$ cat src/sv/wildcard_glob_matcher_top_macros.svh
// ---------------------------------------------------------------------------
// Assertion macros for the glob matcher
// Shared concurrent assertion forms, clocked and reset-qualified.
// ---------------------------------------------------------------------------
`ifndef WILDCARD_GLOB_MATCHER_TOP_MACROS_SVH
`define WILDCARD_GLOB_MATCHER_TOP_MACROS_SVH

// expression must hold at every edge out of reset
`define WGM_ASSERT_ALWAYS(label, clk, rst_n, expr, msg) \
    label: assert property (@(posedge clk) disable iff (!rst_n) (expr)) \
        else $error(msg);

// consequent must hold in the cycle after the antecedent
`define WGM_ASSERT_NEXT(label, clk, rst_n, ante, cons, msg) \
    label: assert property (@(posedge clk) disable iff (!rst_n) (ante) |=> (cons)) \
        else $error(msg);

`endif

$ cat src/sv/wgm_pkg.sv
// ---------------------------------------------------------------------------
// Glob matcher package
// Character codes, action codes, cell interface types and case folding.
// ---------------------------------------------------------------------------
package wgm_pkg;

    localparam logic [7:0] CH_ANY     = 8'h3F;
    localparam logic [7:0] CH_STAR    = 8'h2A;
    localparam logic [7:0] CH_ALT     = 8'h7C;
    localparam logic [7:0] CH_LOW_A   = 8'h61;
    localparam logic [7:0] CH_LOW_Z   = 8'h7A;
    localparam logic [7:0] CASE_DELTA = 8'h20;
    localparam logic [7:0] CH_NUL     = 8'h00;

    localparam logic ACT_PATTERN = 1'b0;
    localparam logic ACT_NAME    = 1'b1;

    typedef struct packed {
        logic       clr;
        logic       adv;
        logic       nip;
        logic       alt;
        logic       fold_en;
        logic [7:0] fold_b;
        logic [7:0] wr_byte;
    } t_cell_ctrl;

    typedef struct packed {
        logic raw;
        logic star;
        logic is_alt;
        logic valid;
        logic boundary;
        logic fwd;
    } t_cell_stat;

    function automatic logic [7:0] fold_byte(input logic [7:0] c, input logic en);
        logic [7:0] r;
        r = c;
        if (en && c >= CH_LOW_A && c <= CH_LOW_Z) begin
            r = c - CASE_DELTA;
        end
        return r;
    endfunction

endpackage

$ cat src/sv/wgm_cell.sv
// ---------------------------------------------------------------------------
// Glob matcher cell
// One pattern position: stored byte, valid flag and active bit.
// ---------------------------------------------------------------------------
module wgm_cell (
    input  logic                i_clk,
    input  logic                i_rst_n,
    input  wgm_pkg::t_cell_ctrl i_ctrl,
    input  logic                i_wr,
    input  logic                i_start,
    input  logic                i_fwd,
    input  logic                i_closed,
    output wgm_pkg::t_cell_stat o_stat
);
    import wgm_pkg::*;

    logic [7:0] r_byte;
    logic       r_valid;
    logic       r_active;
    logic       n_active;
    logic       stay;
    logic       live;

    always_ff @(posedge i_clk) begin
        if (!i_rst_n) begin
            r_valid <= 1'b0;
        end else begin
            if (i_ctrl.clr) begin
                r_valid <= 1'b0;
            end
            if (i_wr) begin
                r_valid <= 1'b1;
            end
        end
    end

    always_ff @(posedge i_clk) begin
        if (i_wr) begin
            r_byte <= i_ctrl.wr_byte;
        end
        if (i_ctrl.adv) begin
            r_active <= n_active;
        end
    end

    always_comb begin
        o_stat.valid    = r_valid;
        o_stat.star     = r_valid && (r_byte == CH_STAR);
        o_stat.is_alt   = r_byte == CH_ALT;
        o_stat.boundary = !r_valid || (i_ctrl.alt && r_byte == CH_ALT);
        o_stat.raw      = i_ctrl.nip ? r_active : i_start;
        live            = i_closed && !o_stat.boundary;
        stay            = live && (r_byte == CH_STAR);
        o_stat.fwd      = live && (r_byte != CH_STAR) && ((r_byte == CH_ANY) ||
                          (fold_byte(r_byte, i_ctrl.fold_en) == i_ctrl.fold_b));
        n_active        = stay || i_fwd;
    end

endmodule

$ cat src/sv/wgm_star_close.sv
// ---------------------------------------------------------------------------
// Glob matcher star closure
// Carry-chain closure: each active star also activates the next position.
// ---------------------------------------------------------------------------
module wgm_star_close #(
    parameter int W = 65
) (
    input  logic [W-1:0] i_raw,
    input  logic [W-1:0] i_star,
    output logic [W-1:0] o_closed
);
    logic [W-1:0] gen;
    logic [W-1:0] sum;
    logic [W-1:0] carry;

    always_comb begin
        gen      = i_raw & i_star;
        sum      = gen + i_star;
        carry    = sum ^ gen ^ i_star;
        o_closed = i_raw | carry;
    end

endmodule

$ cat src/sv/wildcard_glob_matcher_top.sv
// ---------------------------------------------------------------------------
// Wildcard glob matcher
// Streams pattern and name bytes through a row of position cells; a zero
// name byte yields one match/overflow result.
// ---------------------------------------------------------------------------
//  channel | direction | handshake              | payload
//  in      | sink      | i_in_valid / o_in_stall | i_action, i_byte_value
//  out     | source    | o_out_valid / i_out_stall | o_match, o_overflow
//  cfg     | sink      | i_cfg_valid / o_cfg_ready | i_cfg_data (fold_case)
//
//  One input beat per cycle while not stalled; each result is registered.
//  The rate is set by the per-cycle active-bit update across all cells plus the
//  star closure carry chain.
//  Reset is synchronous, active low; no clearing pass is needed.
//  A two-entry output stage holds results; input stalls only when both are full.
// ---------------------------------------------------------------------------
`include "wildcard_glob_matcher_top_macros.svh"

module wildcard_glob_matcher_top #(
    parameter int MAX_PATTERN = 64
) (
    input  logic       i_clk,
    input  logic       i_rst_n,
    input  logic       i_in_valid,
    output logic       o_in_stall,
    input  logic       i_action,
    input  logic [7:0] i_byte_value,
    output logic       o_out_valid,
    input  logic       i_out_stall,
    output logic       o_match,
    output logic       o_overflow,
    input  logic       i_cfg_valid,
    output logic       o_cfg_ready,
    input  logic       i_cfg_data
);
    import wgm_pkg::*;

    localparam int LW = $clog2(MAX_PATTERN + 1);
    localparam int W  = MAX_PATTERN + 1;

    logic          r_fold_case;
    logic [LW-1:0] r_len;
    logic          r_ovf;
    logic          r_loading;
    logic          r_nip;
    logic          r_tail;

    logic          r_out_valid;
    logic          r_out_match;
    logic          r_out_ovf;
    logic          r_skid_valid;
    logic          r_skid_match;
    logic          r_skid_ovf;

    logic          in_acc;
    logic          is_pat;
    logic          is_name;
    logic          byte_zero;
    logic [LW-1:0] eff_len;
    logic          eff_ovf;
    logic          do_store;
    logic          res_valid;
    logic          res_match;
    logic          out_take;
    logic          accept;

    t_cell_ctrl        ctrl;
    t_cell_stat        stat   [MAX_PATTERN];
    logic [W-1:0]      raw_vec;
    logic [W-1:0]      star_vec;
    logic [W-1:0]      closed;
    logic [MAX_PATTERN-1:0] hit;
    logic [MAX_PATTERN-1:0] wr_en;
    logic [MAX_PATTERN-1:0] start_bit;
    logic [MAX_PATTERN-1:0] fwd_in;

    assign o_cfg_ready = 1'b1;
    assign o_in_stall  = r_skid_valid;
    assign o_out_valid = r_out_valid;
    assign o_match     = r_out_match;
    assign o_overflow  = r_out_ovf;

    always_comb begin
        in_acc    = i_in_valid && !o_in_stall;
        is_pat    = in_acc && (i_action == ACT_PATTERN);
        is_name   = in_acc && (i_action == ACT_NAME);
        byte_zero = i_byte_value == CH_NUL;
        eff_len   = r_loading ? r_len : '0;
        eff_ovf   = r_loading && r_ovf;
        do_store  = is_pat && !byte_zero && (eff_len < LW'(MAX_PATTERN));

        ctrl.clr     = is_pat && !r_loading;
        ctrl.adv     = is_name && !byte_zero;
        ctrl.nip     = r_nip;
        ctrl.alt     = (r_len != '0) && stat[0].is_alt;
        ctrl.fold_en = r_fold_case;
        ctrl.fold_b  = fold_byte(i_byte_value, r_fold_case);
        ctrl.wr_byte = i_byte_value;
    end

    for (genvar p = 0; p < MAX_PATTERN; p++) begin : g_cell
        assign wr_en[p] = do_store && (eff_len == LW'(p));
        if (p == 0) begin : g_first
            assign start_bit[p] = !ctrl.alt;
            assign fwd_in[p]    = 1'b0;
        end else begin : g_rest
            assign start_bit[p] = ctrl.alt && stat[p].valid && stat[p-1].is_alt;
            assign fwd_in[p]    = stat[p-1].fwd;
        end

        wgm_cell u_cell (
            .i_clk    (i_clk),
            .i_rst_n  (i_rst_n),
            .i_ctrl   (ctrl),
            .i_wr     (wr_en[p]),
            .i_start  (start_bit[p]),
            .i_fwd    (fwd_in[p]),
            .i_closed (closed[p]),
            .o_stat   (stat[p])
        );

        assign raw_vec[p]  = stat[p].raw;
        assign star_vec[p] = stat[p].star;
        assign hit[p]      = closed[p] && stat[p].boundary;
    end

    assign raw_vec[MAX_PATTERN]  = r_nip && r_tail;
    assign star_vec[MAX_PATTERN] = 1'b0;

    wgm_star_close #(.W(W)) u_close (
        .i_raw    (raw_vec),
        .i_star   (star_vec),
        .o_closed (closed)
    );

    always_comb begin
        accept    = (|hit) || closed[MAX_PATTERN];
        res_valid = is_name && byte_zero;
        res_match = !r_ovf && accept;
        out_take  = r_out_valid && !i_out_stall;
    end

    always_ff @(posedge i_clk) begin
        if (!i_rst_n) begin
            r_fold_case <= 1'b1;
        end else if (i_cfg_valid && o_cfg_ready) begin
            r_fold_case <= i_cfg_data;
        end
    end

    always_ff @(posedge i_clk) begin
        if (!i_rst_n) begin
            r_len     <= '0;
            r_ovf     <= 1'b0;
            r_loading <= 1'b0;
            r_nip     <= 1'b0;
        end else if (is_pat) begin
            r_loading <= !byte_zero;
            r_len     <= do_store ? eff_len + LW'(1) : eff_len;
            r_ovf     <= eff_ovf || (!byte_zero && !do_store);
            r_nip     <= 1'b0;
        end else if (is_name) begin
            r_loading <= 1'b0;
            r_nip     <= !byte_zero;
        end
    end

    always_ff @(posedge i_clk) begin
        if (ctrl.adv) begin
            r_tail <= stat[MAX_PATTERN-1].fwd;
        end
    end

    // output register with one skid entry behind it
    always_ff @(posedge i_clk) begin
        if (!i_rst_n) begin
            r_out_valid  <= 1'b0;
            r_skid_valid <= 1'b0;
        end else begin
            if (out_take || !r_out_valid) begin
                if (r_skid_valid) begin
                    r_out_valid  <= 1'b1;
                    r_out_match  <= r_skid_match;
                    r_out_ovf    <= r_skid_ovf;
                    r_skid_valid <= 1'b0;
                end else begin
                    r_out_valid <= res_valid;
                    r_out_match <= res_match;
                    r_out_ovf   <= r_ovf;
                end
            end else if (res_valid) begin
                r_skid_valid <= 1'b1;
                r_skid_match <= res_match;
                r_skid_ovf   <= r_ovf;
            end
        end
    end

    `WGM_ASSERT_ALWAYS(a_skid_behind_out, i_clk, i_rst_n, !r_skid_valid || r_out_valid, "skid entry without output entry")
    `WGM_ASSERT_ALWAYS(a_ovf_no_match, i_clk, i_rst_n, !(r_out_valid && r_out_ovf && r_out_match), "match reported with overflow")
    `WGM_ASSERT_ALWAYS(a_len_bound, i_clk, i_rst_n, r_len <= LW'(MAX_PATTERN), "pattern length beyond store")
    `WGM_ASSERT_ALWAYS(a_load_name_excl, i_clk, i_rst_n, !(r_loading && r_nip), "pattern load and name both active")
    `WGM_ASSERT_NEXT(a_result_lands, i_clk, i_rst_n, res_valid, r_out_valid, "result beat lost")

endmodule

$ cat config.mk
export PLATFORM = sky130hd
export DESIGN_NAME = wildcard_glob_matcher_top
export DESIGN_NICKNAME = d
export VERILOG_FILES = /design/src/sv/wgm_pkg.sv /design/src/sv/wgm_cell.sv /design/src/sv/wgm_star_close.sv /design/src/sv/wildcard_glob_matcher_top.sv
export VERILOG_INCLUDE_DIRS = /design/src /design/src/sv
export SDC_FILE = /design/constraint.sdc
export NUM_CORES = 2
export LEC_CHECK = 0
export BUFFER_PORTS_ARGS = -buffer_cell sky130_fd_sc_hd__buf_4
export CAP_MARGIN = 20
export CORE_UTILIZATION = 50
export DETAILED_ROUTE_END_ITERATION = 8
export PLACE_DENSITY_LB_ADDON = 0.08
export SLEW_MARGIN = 20
export SYNTH_ARGS = -nofsm -noshare
export SYNTH_HDL_FRONTEND = slang
export SYNTH_SLANG_ARGS = --single-unit
export TNS_END_PERCENT = 1
$ cat constraint.sdc
create_clock -name i_clk -period 9.4 [get_ports i_clk]
set_input_delay 0.47 -clock i_clk [delete_from_list [all_inputs] [get_ports i_clk]]
set_output_delay 0.47 -clock i_clk [all_outputs]
set_load 0.01 [all_outputs]
==> summary.md <==
| Metric | Value |
|---|---|
| Final Hold Fails | 0 |
| Ys async rst share | 0% |
| Global routing's busiest layer | met2 |
| Crit-path max FO | 42 |
| Residual DRC count | 0 |
| Routed len/inst | 26.70 um |
| MaxCap Viol Count | 0 |
| Arr. time, crit path | 7.20 ns |
| Final hold slack | 0.1055 ns |
| DR vias | 40800 |
| Share of cells above drive strength 1 | 6.031% |
| Syn Area/Cell | 9.129 sq um |
| Routed wire length | 164400 um |
| Root Driver | clkbuf_16 |
| Clk buf depth | 3 |
| Worst Hold Launch | i_in_valid |
| I/O pins | 20 |
| CTS tree | yes |
| Detailed Place HPWL | 117100 um |
| Unrepaired setup endpoints after global routing | no |
| Initial DRC Count | 4843 |
| Register area share after synthesis | 42.13% |
| Max Slew Vio Count | 0 |
| Largest net degree at the start of global routing | 105 |
| Routing usage on met3 | 6.866% |
| Leakage Power | 0.01603 uW |
| Vias in the first global route | 37650 |
| Skew final | 0.03087 ns |
| Period utilisation layout | 72.18% |
| Crit end category | flip-flop |
| Die height | 302.2 um |
| Final setup margin | 2.615 ns |
| Kind of critical path | reg2reg |
| Top post-synthesis cells by area | edfxtp_1, xnor2_1, xor2_1, nand2_1, dfxtp_1 |
| Fin nets | 5012 |
| Mapped cell area | 45070 sq um |
| Total CTS buffers | 76 |
| Worst Hold Class | in2reg |
| Antenna Nets Post-Route | 0 |
| CP startpoint kind | flip-flop |
| Effective utilization at floorplan | 50.76% |
| Cell Rows | 109 |
| Htree depth | 3 |
| Worst VDD drop | 0.0001476 V |
| Synth Warn # | 0 |
| PD cells | 138.5 nW/um^2 |
| Synth cell types | 105 |
| Switching Fraction | 23.61% |
| Net Switching | 1608 uW |
| Area grow syn2layout | 9.098% |
| Dpl ws | 3.009 ns |
| Core Area | 88780 sq um |
| Comb pwr share | 6.3% |
| Max-slew headroom at the worst pin | 22.23% |
| Most common cell after layout, fill and taps aside | edfxtp_1 |
| Tot GR Track Use | 35.39% |
| Outcome | finished clean |
| CP Data Required Time | 9.81 ns |
| Fillers | 8031 |
| F_max | 0.1474 GHz |
| First-pass GRT wire length | 242200 um |
| CP startpoint | r_len[2] |
| Post-Syn Instances | 4937 |
| Worst skew pair latency | 0.67 ns |
| Clock slew at reported path FFs | 0.06 ns |
| Ys flop type | edfxtp_1 |
| Setup TNS | 0 ns |
| Synth area leader | edfxtp_1 |
| Pre-Repair DR Iteration Count | 6 |
| IO buf count | 18 |
| Initial antenna violation count | 8 |
| Synthesized Nets | 5021 |
| Commonest cells after routing, fill and taps aside | edfxtp_1, nand2_1, nor2_1 |
| GPL Wtd Cong | 1.022 |
| Worst-Margin Slew | 1.163 ns |
| Global Route met2 Usage | 53.90% |
| Setup violators final | 0 |
| Synthesized flop and latch total | 658 |
| Yosys top cell area share | 38.71% |
| Clock network power share | 46.5% |
| Die area | 91340 sq um |
| RR Startpoint | r_len[2] |
| CTS Sinks | 658 |
| Finished Core Util | 55.38% |
| EDFF count, synth | 581 |
| Final min period | 6.785 ns |
| Drt via density | 6.626 |
| Reg power frac | 47.1% |
| # resized after CTS | 0 |
| Int Pwr | 5201 uW |
| Die width | 302.2 um |
| GR Util met1 | 49.45% |
| Total global routing overflow | 0 |
routing by layer:
layer,vias up,part of all wire (%)
li1,18550,-
met1,19900,43
met3,352,9.3
met4,4,4.1
met2,1984,44
met5,-,0.014
state kept, by name, summed over array words and instances, names as in the netlist:
name and count:
r_len 7, r_skid_ovf 1, o_overflow 1, g_cell.u_cell.r_valid 64, o_match 1, o_in_stall 1
r_nip 1, r_skid_match 1, r_tail 1, o_out_valid 1, g_cell.u_cell.r_active 64, g_cell.u_cell.r_byte 512
r_fold_case 1, r_ovf 1, r_loading 1
power by group through the flow:
stage | clock network [uW] | registers (uW) | logic [uW]
2_1_floorplan | 0 | 3260 | 251
3_3_place_gp | 0 | 3270 | 421
3_5_place_dp | 0 | 3270 | 423
4_1_cts | 3210 | 3210 | 425
5_1_grt | 3310 | 3210 | 455
6_report | 3170 | 3210 | 431
worst max-delay path, stage by stage (launching register included):
cell and delay, ns:
dfxtp_1 0.36, nor4_2 0.42, a2111o_2 0.44, buf_4 0.48, buf_4 0.57, o41ai_2 0.24, a21oi_1 0.28, o32ai_1 0.22
a32oi_1 0.51, o221ai_1 0.22, nor3_1 0.23, nand4_1 0.23, a2111oi_0 0.77, nand4_1 0.22, nor3_1 0.28, nand3_1 0.23
nor4_2 0.31, a41oi_2 0.17, mux2_2 0.28
stage by stage:
| stage | instances | total power [uW] | area [sq um] |
|---|---|---|---|
| after CTS | 6154 | 6841 | 49130 |
| after global placement | 6011 | 3691 | 46450 |
| final | 6157 | 6809 | 49170 |
| after detailed placement | 6011 | 3693 | 46460 |
| after global routing | 6156 | 6977 | 49170 |
| after floorplan | 4937 | 3510 | 45070 |
worst paths after layout:
| check | to | slack (ns) | cells past startpoint |
|---|---|---|---|
| worst max-delay path | o_match | 2.61 | 18 |
| worst min-delay path | o_in_stall | 0.11 | 3 |
| worst max register to register | o_match | 2.61 | 18 |
| worst min register to register | o_in_stall | 0.52 | 2 |
cells by family after synthesis:
family / count (synthesis) / synth area share, %
simple gates: 2241 / 26.72
compound gates: 1082 / 15.85
flops: 658 / 42.13
xor+xnor: 511 / 9.931
buf+inv: 373 / 3.387
fa+ha+maj: 69 / 1.916
mux: 2 / 0.04997
other cells: 1 / 0.008321
cell usage after synthesis, drive strengths merged, types with 33 or more instances:
cell type,count
o211ai,33
dfxtp,77
o21ai,232
a21o,36
a211oi,52
xor2,218
ha,69
nor3,189
or3,41
nand4,169
nor4b,35
o31ai,45
nor2b,94
a21oi,303
nor4,106
and3,65
or4,54
buf,65
a31oi,48
edfxtp,581
and2,69
inv,206
clkbuf,102
nand3,219
xnor2,293
o21a,47
nor2,406
nand2b,62
and3b,33
nand2,490
nor4bb,52
what timing repair did:
item,in CTS,in global routing
endpoints found under the hold margin,1,0
buffers inserted,0,0
hold buffers,2,0
layout make-up:
type | count | area (sq um) | area share, %
tap | 1165 | 1458 | 2.965
sequential | 658 | 18990 | 38.63
multi-input combinational | 3906 | 24620 | 50.08
inverter | 206 | 773.2 | 1.573
timing repair buffer | 80 | 673.1 | 1.369
clock buffer | 94 | 2081 | 4.232
antenna | 1 | 2.502 | 0.005089
clock inverter | 47 | 565.5 | 1.150
(Power assumes the default switching activity.)
